File: config.mk
export PLATFORM = sky130hd
export DESIGN_NAME = sliding_window_frame_receiver
export DESIGN_NICKNAME = d
export VERILOG_FILES = /design/src/rtl/core/swfr_pkg.sv /design/src/rtl/core/swfr_regs.sv /design/src/rtl/core/swfr_ctrl.sv /design/src/rtl/core/swfr_datapath.sv /design/src/rtl/core/sliding_window_frame_receiver.sv
export SDC_FILE = /design/constraint.sdc
export NUM_CORES = 1
export LEC_CHECK = 0
export ABC_AREA = 0
export BUFFER_PORTS_ARGS = -buffer_cell sky130_fd_sc_hd__buf_2
export CORE_MARGIN = 3
export CORE_UTILIZATION = 50
export DETAILED_ROUTE_END_ITERATION = 12
export GPL_TIMING_DRIVEN = 0
export PLACE_DENSITY = 0.74
export SETUP_SLACK_MARGIN = 0.05
export SLEW_MARGIN = 15
export SYNTH_ARGS = -nofsm -noshare
export SYNTH_HDL_FRONTEND = slang
export SYNTH_SLANG_ARGS = --single-unit
File: constraint.sdc
create_clock -name clk -period 8.6 [get_ports clk]
set_input_delay 1.72 -clock clk [delete_from_list [all_inputs] [get_ports clk]]
set_output_delay 1.72 -clock clk [all_outputs]
set_load 0.01 [all_outputs]
File: src/rtl/core/swfr_pkg.sv
// ----------------------------------------------------------------------------
// swfr_pkg
// Shared types and constants of the sliding-window frame receiver.
// ----------------------------------------------------------------------------
`default_nettype none

package swfr_pkg;

  localparam int SEQ_BITS        = 3;
  localparam int SEQ_SPACE       = 8;
  localparam int MAX_FRAME_BYTES = 255;
  localparam int COUNT_BITS      = $clog2(MAX_FRAME_BYTES + 2);

  // Frame status codes.
  localparam logic [1:0] STATUS_CHECKSUM_ERR = 2'd0;
  localparam logic [1:0] STATUS_ACCEPTED     = 2'd1;
  localparam logic [1:0] STATUS_DUPLICATE    = 2'd2;
  localparam logic [1:0] STATUS_REJECTED     = 2'd3;

  // Register indexes on the configuration port.
  localparam logic REG_BUFFERED_MODE = 1'b0;
  localparam logic REG_WINDOW_SIZE   = 1'b1;

  typedef struct packed {
    logic                buffered_mode;
    logic [SEQ_BITS-1:0] window_size;
  } swfr_cfg_t;

  typedef struct packed {
    logic take_byte;     // a byte transfer completes this cycle
    logic finish_frame;  // that byte is the last one of its frame
  } swfr_cmd_t;

endpackage

`default_nettype wire

File: src/rtl/core/swfr_regs.sv
// ----------------------------------------------------------------------------
// swfr_regs
// Configuration registers behind the APB-style port.
// ----------------------------------------------------------------------------
`default_nettype none

module swfr_regs (
  input  wire logic             clk,
  input  wire logic             rst,
  input  wire logic             psel,
  input  wire logic             penable,
  input  wire logic             pwrite,
  input  wire logic [2:0]       paddr,
  input  wire logic [31:0]      pwdata,
  output logic      [31:0]      prdata,
  output logic                  pready,
  output swfr_pkg::swfr_cfg_t   cfg
);
  import swfr_pkg::*;

  logic reg_index;
  logic wr_en;

  assign reg_index = paddr[2];
  assign wr_en     = psel && penable && pwrite;
  assign pready    = 1'b1;

  always_ff @(posedge clk) begin
    if (rst) begin
      cfg.buffered_mode <= 1'b0;
      cfg.window_size   <= SEQ_BITS'(1);
    end else if (wr_en) begin
      case (reg_index)
        REG_BUFFERED_MODE: cfg.buffered_mode <= pwdata[0];
        REG_WINDOW_SIZE:   cfg.window_size   <= pwdata[SEQ_BITS-1:0];
        default: ;
      endcase
    end
  end

  always_comb begin
    case (reg_index)
      REG_BUFFERED_MODE: prdata = {31'd0, cfg.buffered_mode};
      REG_WINDOW_SIZE:   prdata = {{(32-SEQ_BITS){1'b0}}, cfg.window_size};
      default:           prdata = 32'd0;
    endcase
  end

endmodule

`default_nettype wire

File: src/rtl/core/swfr_ctrl.sv
// ----------------------------------------------------------------------------
// swfr_ctrl
// Handshake controller: takes bytes and holds a frame result until taken.
// ----------------------------------------------------------------------------
`default_nettype none

module swfr_ctrl (
  input  wire logic            clk,
  input  wire logic            rst,
  input  wire logic            s_tvalid,
  input  wire logic            s_tlast,
  output logic                 s_tready,
  output logic                 m_tvalid,
  input  wire logic            m_tready,
  output swfr_pkg::swfr_cmd_t  cmd
);
  import swfr_pkg::*;

  localparam logic ST_COLLECT = 1'b0;
  localparam logic ST_RESULT  = 1'b1;

  logic state;
  logic state_next;

  // A waiting result leaves in the same cycle that a new byte may enter.
  assign s_tready         = (state == ST_COLLECT) || m_tready;
  assign m_tvalid         = (state == ST_RESULT);
  assign cmd.take_byte    = s_tvalid && s_tready;
  assign cmd.finish_frame = s_tvalid && s_tready && s_tlast;

  always_comb begin
    case (state)
      ST_COLLECT: state_next = cmd.finish_frame ? ST_RESULT : ST_COLLECT;
      ST_RESULT: begin
        if (cmd.finish_frame || !m_tready) begin
          state_next = ST_RESULT;
        end else begin
          state_next = ST_COLLECT;
        end
      end
      default: state_next = ST_COLLECT;
    endcase
  end

  always_ff @(posedge clk) begin
    if (rst) begin
      state <= ST_COLLECT;
    end else begin
      state <= state_next;
    end
  end

endmodule

`default_nettype wire

File: src/rtl/core/swfr_datapath.sv
// ----------------------------------------------------------------------------
// swfr_datapath
// Checksum accumulator, receive window with its flag store, result register.
// ----------------------------------------------------------------------------
`default_nettype none

module swfr_datapath (
  input  wire logic                          clk,
  input  wire logic                          rst,
  input  wire swfr_pkg::swfr_cmd_t           cmd,
  input  wire swfr_pkg::swfr_cfg_t           cfg,
  input  wire logic [swfr_pkg::SEQ_BITS-1:0] seq_number,
  input  wire logic [7:0]                    data_byte,
  input  wire logic [15:0]                   rx_checksum,
  output logic      [1:0]                    frame_status,
  output logic      [swfr_pkg::SEQ_BITS-1:0] next_expected,
  output logic      [swfr_pkg::SEQ_BITS-1:0] frames_released
);
  import swfr_pkg::*;

  logic [15:0]           running_sum;
  logic [COUNT_BITS-1:0] byte_count;
  logic [SEQ_BITS-1:0]   expected_seq;
  logic [SEQ_SPACE-1:0]  received_flags;

  logic [15:0]           sum_next;
  logic [15:0]           total;
  logic [COUNT_BITS-1:0] count_next;
  logic                  overlong;
  logic [SEQ_BITS-1:0]   window_top;
  logic                  in_window;
  logic [SEQ_SPACE-1:0]  flags_marked;
  logic [SEQ_SPACE-1:0]  flags_slid;
  logic [SEQ_BITS:0]     slide_count;
  logic [1:0]            status_next;
  logic [SEQ_BITS-1:0]   expected_next;
  logic [SEQ_BITS:0]     released_next;
  logic [SEQ_SPACE-1:0]  flags_next;

  assign sum_next   = running_sum + {8'd0, data_byte};
  assign total      = sum_next + {{(16-SEQ_BITS){1'b0}}, seq_number};
  assign count_next = (byte_count <= COUNT_BITS'(MAX_FRAME_BYTES))
                    ? byte_count + 1'b1 : byte_count;
  assign overlong   = count_next > COUNT_BITS'(MAX_FRAME_BYTES);

  // Circular interval [expected_seq, window_top).
  assign window_top = expected_seq + cfg.window_size;
  assign in_window  = ((expected_seq <= seq_number) && (seq_number < window_top))
                   || ((window_top < expected_seq) && (expected_seq <= seq_number))
                   || ((seq_number < window_top) && (window_top < expected_seq));

  // Slide past the run of marked flags that starts at the expected number.
  always_comb begin
    logic                run;
    logic [SEQ_BITS-1:0] pos;
    flags_marked = received_flags;
    flags_marked[seq_number] = 1'b1;
    flags_slid   = flags_marked;
    slide_count  = '0;
    run          = 1'b1;
    for (int i = 0; i < SEQ_SPACE; i++) begin
      pos = expected_seq + SEQ_BITS'(i);
      if (run && flags_marked[pos]) begin
        flags_slid[pos] = 1'b0;
        slide_count     = slide_count + 1'b1;
      end else begin
        run = 1'b0;
      end
    end
  end

  always_comb begin
    status_next   = STATUS_REJECTED;
    expected_next = expected_seq;
    released_next = '0;
    flags_next    = received_flags;
    if (overlong || (total != rx_checksum)) begin
      status_next = STATUS_CHECKSUM_ERR;
    end else if (cfg.buffered_mode) begin
      if (in_window) begin
        if (received_flags[seq_number]) begin
          status_next = STATUS_DUPLICATE;
        end else begin
          status_next   = STATUS_ACCEPTED;
          flags_next    = flags_slid;
          released_next = slide_count;
          expected_next = expected_seq + slide_count[SEQ_BITS-1:0];
        end
      end
    end else if (seq_number == expected_seq) begin
      status_next   = STATUS_ACCEPTED;
      expected_next = expected_seq + 1'b1;
      released_next = (SEQ_BITS+1)'(1);
    end
  end

  always_ff @(posedge clk) begin
    if (rst) begin
      running_sum    <= '0;
      byte_count     <= '0;
      expected_seq   <= '0;
      received_flags <= '0;
    end else if (cmd.finish_frame) begin
      running_sum    <= '0;
      byte_count     <= '0;
      expected_seq   <= expected_next;
      received_flags <= flags_next;
    end else if (cmd.take_byte) begin
      running_sum <= sum_next;
      byte_count  <= count_next;
    end
  end

  // Result register; the controller's state says when it is valid.
  always_ff @(posedge clk) begin
    if (cmd.finish_frame) begin
      frame_status    <= status_next;
      next_expected   <= expected_next;
      frames_released <= released_next[SEQ_BITS-1:0];
    end
  end

endmodule

`default_nettype wire

File: src/rtl/core/sliding_window_frame_receiver.sv
// ----------------------------------------------------------------------------
// sliding_window_frame_receiver
// Sliding-window frame receiver with go-back-N and buffered window modes.
// ----------------------------------------------------------------------------
// Throughput: one byte per cycle, except while a frame result waits untaken.
// Latency: the frame result is valid in the cycle after its last byte.
// While a result waits, input bytes are held off until it is taken; a byte
// may enter in the same cycle that the waiting result leaves.
// Reset (synchronous, active high) clears the window, the flag store, the
// checksum and the registers to go-back-N mode with a window of one.
`default_nettype none

module sliding_window_frame_receiver (
  input  wire logic        clk,
  input  wire logic        rst,
  // Input bytes.
  input  wire logic        s_tvalid,
  output logic             s_tready,
  input  wire logic [31:0] s_tdata,   // seq_number[2:0], data_byte[10:3],
                                      // rx_checksum[26:11], zero[31:27]
  input  wire logic        s_tlast,   // byte_last
  // Frame results.
  output logic             m_tvalid,
  input  wire logic        m_tready,
  output logic [7:0]       m_tdata,   // frame_status[1:0], next_expected[4:2],
                                      // frames_released[7:5]
  // Configuration.
  input  wire logic        psel,
  input  wire logic        penable,
  input  wire logic        pwrite,
  input  wire logic [2:0]  paddr,
  input  wire logic [31:0] pwdata,
  output logic [31:0]      prdata,
  output logic             pready
);
  import swfr_pkg::*;

  swfr_cfg_t           cfg;
  swfr_cmd_t           cmd;
  logic [1:0]          frame_status;
  logic [SEQ_BITS-1:0] next_expected;
  logic [SEQ_BITS-1:0] frames_released;

  swfr_regs u_regs (
    .clk     (clk),
    .rst     (rst),
    .psel    (psel),
    .penable (penable),
    .pwrite  (pwrite),
    .paddr   (paddr),
    .pwdata  (pwdata),
    .prdata  (prdata),
    .pready  (pready),
    .cfg     (cfg)
  );

  swfr_ctrl u_ctrl (
    .clk      (clk),
    .rst      (rst),
    .s_tvalid (s_tvalid),
    .s_tlast  (s_tlast),
    .s_tready (s_tready),
    .m_tvalid (m_tvalid),
    .m_tready (m_tready),
    .cmd      (cmd)
  );

  swfr_datapath u_datapath (
    .clk             (clk),
    .rst             (rst),
    .cmd             (cmd),
    .cfg             (cfg),
    .seq_number      (s_tdata[2:0]),
    .data_byte       (s_tdata[10:3]),
    .rx_checksum     (s_tdata[26:11]),
    .frame_status    (frame_status),
    .next_expected   (next_expected),
    .frames_released (frames_released)
  );

  assign m_tdata = {frames_released, next_expected, frame_status};

endmodule

`default_nettype wire

==> run metrics, run 1 <==
Max FO, Critical Path=10; initial antenna violation count=0; Setup-failing EPs final=0; asr flop ratio synth=0%; Cells after Synth=672; CTS H-tree lvls=2; Yosys cell types=78; routed vias/inst=6.092; placed instance area=5944 sq um; First-pass DRT Iterations=5; TritonCTS buffer count=5; post-DP HPWL=12.49 mm; Initial Util=51.98%; Main synth FF type=dfxtp_1; top cell type by total area after synthesis=dfxtp_1; CP arrival=8.38 ns; Setup CP Type=input pin to register; Worst Hold Class=register to register; vias in the first global route=5,089; Post-DRT Antenna Nets=0; Tcrit/Tclk final=94.76%; largest net degree at the start of global routing=16; sw frac=33.05%; Sw Pwr=206.8 uW; PostCTS Resize Cnt=0; Post-synth EDFFs=8; Non-Filler Instances=895; CTS tree=done; r2r worst-path depth=26; power density cells=103.0 nW/um^2; Mapped Area=5414 sq um; status=completed; number of placement rows=37; Final Hold Viols=0; LEAKAGE=2.456 nW; worst skew pair latency=0.31 ns; RSZ-0062 raised after global routing=false; Fin Clk Skew=0.006791 ns; Pins Over Slew Limit=0; ranking of synthesized cells by area=dfxtp_1 (15%), ha_1 (7.4%), xnor2_1 (5.0%); WL/cell=17.55 um; cts-stage hold buffer count=0; sequential fraction of the synthesis area=19.60%; Tightest Pin Transition=0.9173 ns; critical path depth in cells=26; final WL=15.71 mm; Worst slew margin=38.07%; startpoint class of the critical path=input pin; CTS root buf=clkbuf_8; initial drt markers=460; Vias=5,452; part of the power in combinational logic=32.9%; Hold Path Cell Cnt=2; GP Congestion=0.9815; Synth top area share=15.16%; commonest cells in the netlist=nor2_1 (66), nand2_1 (45), a21oi_1 (43); Max Cap Viol=0; clock slew seen by the registers of the worst setup and hold paths=0.09 ns; design area=6077 sq um; count of state elements after synthesis=49; sequential share of power=39.0%; core area=10,420 sq um; Die H=110.1 um; most frequent cell on the critical path=ha_1; Final Net Count=869; Worst path max stage delay=0.52 ns; f_max=122.7 MHz; Clock power frac=28.1%; Critical Path RT=8.83 ns; syn avg cell area=8.056 sq um; GRT Util Overall=26.30%; final setup TNS=0 ns; full die area=12,110 sq um; port buffer count=51; delay-heaviest family, CP=adder cells; Synth warnings=0; fillers=999; total global routing overflow=0; post-layout util=58.34%; Int Power=418.9 uW; share of cells above drive strength 1=17.39%; Die X=110.1 um; Ports=118; VDD IR-drop max=0.07939 mV; Hold Slack=0.4691 ns; # diodes=0; sink count of the clock tree=49; DP Cell Count=887; most frequent cell after synthesis=nor2_1; WP buf/inv=4; Setup crit end kind=register; clock tree buffer depth=2; Final Critical Period=8.150 ns; Residual DRC=0; first-pass GRT wire length=25.26 mm; synthesis-to-layout area growth=12.25%; Setup Buffers After CTS=0; Crit-path slowest cell=mux4_2
## state kept, by name (all words and copies together), names as in the netlist
register,cells
u_datapath.received_flags,8
u_datapath.frame_status,2
u_datapath.expected_seq,3
u_datapath.next_expected,3
u_datapath.running_sum,16
u_ctrl.m_tvalid,1
u_datapath.frames_released,3
u_regs.cfg,4
u_datapath.byte_count,9
## metrics by stage
step                      setup WS (ns)  power [mW]
final                            0.4502      0.6257
after global routing             0.1023      0.6596
after CTS                        0.3003      0.6250
after detailed placement        0.02292      0.4498
after global placement          0.06252      0.4455
after floorplan                  0.9402      0.3980
## tightest hold or removal path, stage by stage, from the launching register on
cell and delay [ns]:
dfxtp_1 0.32, nand2_1 0.05, a21oi_1 0.05
## metal layers
metal	global-route usage [%]	wire length (um)	vias to the layer above
met5	0	0	-
met2	39.73	6776	250
met1	38.88	7275	2554
met4	7.747	377	0
li1	-	-	2612
met3	3.611	1278	36
## cell families (layout without fill, tap and decap cells)
kind of cell             Yosys count  count (layout)  share of synthesized area [%]
AO/OA/AOI/OAI                    178             178                          23.85
XOR/XNOR                          46              46                          8.481
adder cells (fa/ha/maj)           36              36                          8.874
buffers and inverters             89             148                          8.435
flip-flops                        49              49                          19.60
multiplexers                      28              28                          7.904
other                              2              30                         0.1387
AND/OR/NAND/NOR                  244             244                          22.72
## layout make-up
cell class	instances	area (sq um)	area share, %
plain buffers	62	359.1	5.909
clock buffers	6	82.58	1.359
clock inverters	2	36.28	0.5971
inverters	27	101.3	1.668
multi-input cells	562	4011	66.01
flip-flops and latches	49	1061	17.46
well taps	136	170.2	2.800
repair buffers	51	255.2	4.200
## path summary, 6_finish.rpt
kind / start / endpoint / slack [ns]
worst min-delay path: u_datapath.running_sum[2]$_SDFFE_PP0P_ / u_datapath.running_sum[2]$_SDFFE_PP0P_ / 0.47
worst max register to register: u_datapath.expected_seq[0]$_SDFFE_PP0P_ / u_datapath.expected_seq[2]$_SDFFE_PP0P_ / 0.85
worst max-delay path: s_tdata[1] / u_datapath.expected_seq[2]$_SDFFE_PP0P_ / 0.45
worst min register to register: u_datapath.running_sum[2]$_SDFFE_PP0P_ / u_datapath.running_sum[2]$_SDFFE_PP0P_ / 0.47
## cell usage in the layout (no fill, tap or decap), types with 24 or more instances in the layout
| master | n |
|---|---|
| buf_4 | 30 |
| nand2_1 | 45 |
| nor2_1 | 66 |
| conb_1 | 30 |
| nand3_1 | 26 |
| xnor2_1 | 31 |
| dfxtp_1 | 41 |
| buf_2 | 53 |
| nor3_1 | 25 |
| ha_1 | 32 |
| inv_1 | 26 |
| clkbuf_1 | 24 |
| a21oi_1 | 43 |
## power by group through the flow
stage	clock, mW	sequential [mW]	combinational [mW]
2_1_floorplan	0	0.249	0.149
3_3_place_gp	0	0.249	0.197
3_5_place_dp	0	0.249	0.200
4_1_cts	0.179	0.244	0.202
5_1_grt	0.188	0.245	0.227
6_report	0.176	0.244	0.206
Power figures use the tool's default switching activity.
==> run 2, diff against run 1 <==
RECOVER_POWER = 100   (was unset)
==> run 2 against run 1 <==
Combinational power hardly changed. Clock skew is 0.00094 ns lower. Sequential power hardly changed. Global-route usage stayed put. Cell area is 0.76% lower. Critical path type unchanged. Critical endpoint unchanged. Largest cell class unchanged. Highest routed layer unchanged.
==> run metrics, run 2 (synthesized netlist as in run 1, its figures left out) <==
status=completed; sink count of the clock tree=49; f_max=122.4 MHz; initial drt markers=463; vias in the first global route=5,089; Setup Buffers After CTS=0; Die H=110.1 um; largest register by flop count=u_datapath.running_sum; Residual DRC=0; Pins Over Slew Limit=0; most frequent cells in the layout=nor2_1 (66), nand2_1 (45), a21oi_1 (43); Final Hold Viols=0; max reg flops=16; startpoint class of the critical path=input pin; CTS tree=done; Setup crit end kind=register; full die area=12,110 sq um; Initial Util=51.98%; share of cells above drive strength 1=14.76%; First-pass DRT Iterations=5; Final Net Count=869; placed instance area=5944 sq um; VDD IR-drop max=0.08039 mV; Die X=110.1 um; clock tree buffer depth=2; Vias=5,487; Tightest Pin Transition=1.025 ns; core area=10,420 sq um; post-DP HPWL=12.49 mm; Reg-to-Reg Start=u_datapath.expected_seq[0]$_SDFFE_PP0P_; TritonCTS buffer count=5; Final Critical Period=8.167 ns; GP Congestion=0.9815; multi-input logic area=3991 sq um; cts-stage hold buffer count=0; number of placement rows=37; WL/cell=17.55 um; synthesis-to-layout area growth=11.39%; first-pass GRT wire length=25.26 mm; clock slew seen by the registers of the worst setup and hold paths=0.09 ns; # diodes=0; Worst slew margin=31.17%; Max FO, Critical Path=10; post-place setup slack=0.02292 ns; power density cells=103.4 nW/um^2; Post-DRT Antenna Nets=0; Setup CP Type=input pin to register; Regs by FF count=u_datapath.running_sum x16, u_datapath.byte_count x9, u_datapath.received_flags x8; total global routing overflow=0; final worst slack=0.4328 ns; Tcrit/Tclk final=94.97%; Worst Hold Class=register to register; register area=1061 sq um; RSZ-0062 raised after global routing=false; LEAKAGE=2.392 nW; initial antenna violation count=0; Setup-failing EPs final=0; final setup TNS=0 ns; Worst path max stage delay=0.52 ns; Crit-path slowest cell=mux4_2; Max Cap Viol=0; Critical Path RT=8.82 ns; most frequent cell on the critical path=ha_1; port buffer count=51; largest net degree at the start of global routing=16; worst skew pair latency=0.31 ns; GRT Util Overall=26.30%; Ports=118; Fin Clk Skew=0.005855 ns; fillers=1,018; final WL=15.71 mm; design area=6031 sq um; hold_sp=u_datapath.running_sum[2]$_SDFFE_PP0P_; CP Launch Point=s_tdata[1]; CTS H-tree lvls=2; CP arrival=8.39 ns; most common cell after layout, fill and taps aside=nor2_1; routed vias/inst=6.131; CTS root buf=clkbuf_8
run 2: cell count changes in the layout (fill, tap and decap cells not counted), sizes merged:
| cell | delta |
|---|---|
| buf | -16 |
| clkbuf | +16 |
run 2: layer usage:
layer	wire length, um	vias up	global-route usage [%]
met2	6809	275	39.73
li1	-	2612	-
met4	380	0	7.747
met1	7170	2562	38.88
met3	1348	38	3.611
met5	0	-	0
run 2: final timing paths:
path                                             end  cells past startpoint  slack [ns]
min           u_datapath.running_sum[2]$_SDFFE_PP0P_                      2        0.47
max          u_datapath.expected_seq[2]$_SDFFE_PP0P_                     26        0.43
min reg2reg   u_datapath.running_sum[2]$_SDFFE_PP0P_                      2        0.47
max reg2reg  u_datapath.expected_seq[2]$_SDFFE_PP0P_                     26        0.82
run 2: stage by stage:
step                      utilization [%]  std cells  hold WS [ns]  power, mW
after CTS                           58.21        895        0.4689     0.6250
after detailed placement            57.07        887        0.4560     0.4498
final                               57.90        895        0.4697     0.6239
after global routing                57.90        895        0.4943     0.6581
after floorplan                         -        700        0.4400     0.3980
after global placement              57.07        887        0.4472     0.4455
run 2: worst max-delay path: cells and delay by family:
family | cells | cell delay, ns
adder cells (fa/ha/maj) | 6 | 1.78
AND/OR/NAND/NOR | 8 | 1.74
multiplexers | 4 | 1.38
buffers and inverters | 4 | 0.79
AO/OA/AOI/OAI | 3 | 0.60
XOR/XNOR | 1 | 0.36
run 2: timing repair:
action                                  in CTS  in global routing
hold endpoints to repair                     0                  0
gates resized for setup                      0                  8
endpoints found under the setup margin       0                  2
run 2: power breakdown:
| part | internal [mW] | total [mW] | switching (mW) |
|---|---|---|---|
| sequential | 0.239 | 0.244 | 0.00476 |
| clock | 0.0949 | 0.176 | 0.0808 |
| combinational | 0.0835 | 0.204 | 0.121 |
run 2: area by class of cell:
type                            count  area share (%)
Sequential cell                    49           17.59
Multi-Input combinational cell    562           66.18
Tap cell                          136           2.822
Inverter                           27           1.680
Clock buffer                        6           1.369
Clock inverter                      2          0.6017
Timing Repair Buffer               51           3.942
Buffer                             62           5.809
==> run 3, diff against run 2 <==
MAX_ROUTING_LAYER = met4   (was unset)
PLACE_DENSITY = unset   (was 0.74)
PLACE_DENSITY_LB_ADDON = 0.1   (was unset)
==> run 3 against run 2 <==
Cell count unchanged. Global-route usage up 0.95 points. Count of clock-buffer cells in the layout unchanged. Flip-flop and latch count unchanged. Critical path depth unchanged. First-iteration DRC count up 15%. Combinational power about the same. Utilization down 0.13 points. Routed wire length up 0.52%. Power down 0.65%. Via count down 0.49%.
==> run metrics, run 3 (synthesized netlist as in run 1, its figures left out) <==
Hold Slack=0.4668 ns; Vias=5,460; Max FO, Critical Path=10; Non-Filler Instances=895; fillers=1,005; Final Hold Viols=0; Ports=118; post-DP HPWL=12.51 mm; initial drt markers=532; clock tree buffer depth=2; Worst slew margin=39.51%; clock slew seen by the registers of the worst setup and hold paths=0.10 ns; GP Congestion=1.013; Setup-failing EPs final=0; GRT Util Overall=27.25%; total global routing overflow=0; Post-Route M1 WL=7.448 mm; CP arrival=8.40 ns; Sw Pwr=209.6 uW; RSZ-0062 raised after global routing=false; DR top layer=met4; Max Cap Viol=0; routed vias/inst=6.101; TritonCTS buffer count=5; status=completed; Residual DRC=0; Final Net Count=869; Tightest Pin Transition=0.9004 ns; sequential share of power=39.3%; Regs by FF count=u_datapath.running_sum x16, u_datapath.byte_count x9, u_datapath.received_flags x8; most frequent cells in the layout=nor2_1 (66), nand2_1 (45), a21oi_1 (43); largest register by flop count=u_datapath.running_sum; CTS root buf=clkbuf_8; final WL=15.79 mm; synthesis-to-layout area growth=11.14%; Setup CP Type=input pin to register; core area=10,420 sq um; DP Cell Count=887; Worst Hold Class=register to register; CTS H-tree lvls=2; Clock power frac=27.9%; Critical Path RT=8.83 ns; f_max=122.4 MHz; LEAKAGE=2.383 nW; Setup crit end kind=register; Initial Util=51.98%; WL met2=6.754 mm; part of the power in combinational logic=32.8%; Pins Over Slew Limit=0; Final Critical Period=8.172 ns; largest net degree at the start of global routing=16; power density cells=103.0 nW/um^2; First-pass DRT Iterations=5; full die area=12,110 sq um; Tcrit/Tclk final=95.02%; initial antenna violation count=0; VDD IR-drop max=0.09199 mV; most common cell after layout, fill and taps aside=nor2_1; Int Power=410.2 uW; startpoint class of the critical path=input pin; worst skew pair latency=0.32 ns; WL/cell=17.64 um; # diodes=0; Die H=110.1 um; sw frac=33.82%; max reg flops=16; Post-DRT Antenna Nets=0; CTS tree=done; first-pass GRT wire length=25.14 mm; port buffer count=51; sink count of the clock tree=49; share of cells above drive strength 1=14.36%; Met3 Wirelength=1.300 mm; number of placement rows=37; Fin Clk Skew=0.01413 ns; final setup TNS=0 ns; post-layout util=57.77%; Setup Buffers After CTS=0; Die X=110.1 um; vias in the first global route=4,939
[run 3: cell types whose count changed in the layout (fill, tap and decap cells not counted)]
cell	change
clkbuf_8	-1
buf_2	-1
and2_0	-1
and2_1	+1
clkbuf_1	+2
a211oi_2	-1
clkinv_4	+1
a211oi_1	+1
inv_4	-1
[run 3: area by class of cell]
| type | instances | area, sq um | share of cell area (%) |
|---|---|---|---|
| multi-input cells | 562 | 3986 | 66.25 |
| flip-flops and latches | 49 | 1061 | 17.63 |
| repair buffers | 51 | 237.7 | 3.951 |
| clock buffers | 6 | 72.57 | 1.206 |
| inverters | 27 | 101.3 | 1.684 |
| clock inverters | 2 | 38.79 | 0.6446 |
| well taps | 136 | 170.2 | 2.828 |
| plain buffers | 62 | 349.1 | 5.802 |
[run 3: stage by stage]
step	power (mW)	area (sq um)	worst slack (ns)
finish	0.6198	6017	0.4284
global route	0.6549	6017	0.08167
CTS	0.6249	6056	0.3266
detailed placement	0.4501	5944	0.03126
global placement	0.4461	5944	0.08883
floorplan	0.3980	5519	0.9402
[run 3: power by group through the flow]
stage | sequential, mW | combinational, mW | clock (mW)
2_1_floorplan | 0.249 | 0.149 | 0
3_3_place_gp | 0.249 | 0.197 | 0
3_5_place_dp | 0.249 | 0.201 | 0
4_1_cts | 0.244 | 0.202 | 0.179
5_1_grt | 0.245 | 0.223 | 0.187
6_report | 0.244 | 0.203 | 0.173
[run 3: path summary, 6_finish.rpt]
path	startpoint	cells past startpoint	slack (ns)	endpoint
setup / recovery	s_tdata[1]	26	0.43	u_datapath.expected_seq[2]$_SDFFE_PP0P_
hold / removal	u_datapath.running_sum[2]$_SDFFE_PP0P_	2	0.47	u_datapath.running_sum[2]$_SDFFE_PP0P_
setup reg to reg	u_datapath.expected_seq[0]$_SDFFE_PP0P_	26	0.84	u_datapath.expected_seq[2]$_SDFFE_PP0P_
hold reg to reg	u_datapath.running_sum[2]$_SDFFE_PP0P_	2	0.47	u_datapath.running_sum[2]$_SDFFE_PP0P_
[run 3: critical path, cell delays in order]
cell       delay (ns)
buf_2            0.17
clkbuf_2         0.27
and3b_1          0.27
nor3_1           0.12
or2_2            0.32
mux4_2           0.52
or2_2            0.29
clkbuf_1         0.18
inv_1            0.19
ha_1             0.28
nor3_1           0.19
nor2_1           0.06
ha_1             0.28
nand2_1          0.05
a31oi_1          0.21
ha_1             0.25
mux2_1           0.33
ha_1             0.31
mux2_2           0.27
ha_1             0.28
mux2_2           0.28
fa_1             0.39
xnor3_1          0.37
a2bb2oi_1        0.17
or4_1            0.43
a21oi_1          0.18
[run 3: metal layers]
| layer | vias up | GRT usage [%] |
|---|---|---|
| li1 | 2625 | - |
| met1 | 2554 | 38.74 |
| met2 | 245 | 40.77 |
| met3 | 36 | 3.902 |
| met4 | 0 | 6.946 |
| met5 | - | - |
[run 3: repair_timing]
item | 4_1_cts | 5_1_grt
gates resized for setup | 0 | 8
hold buffers | 0 | 0
endpoints found under the setup margin | 0 | 2
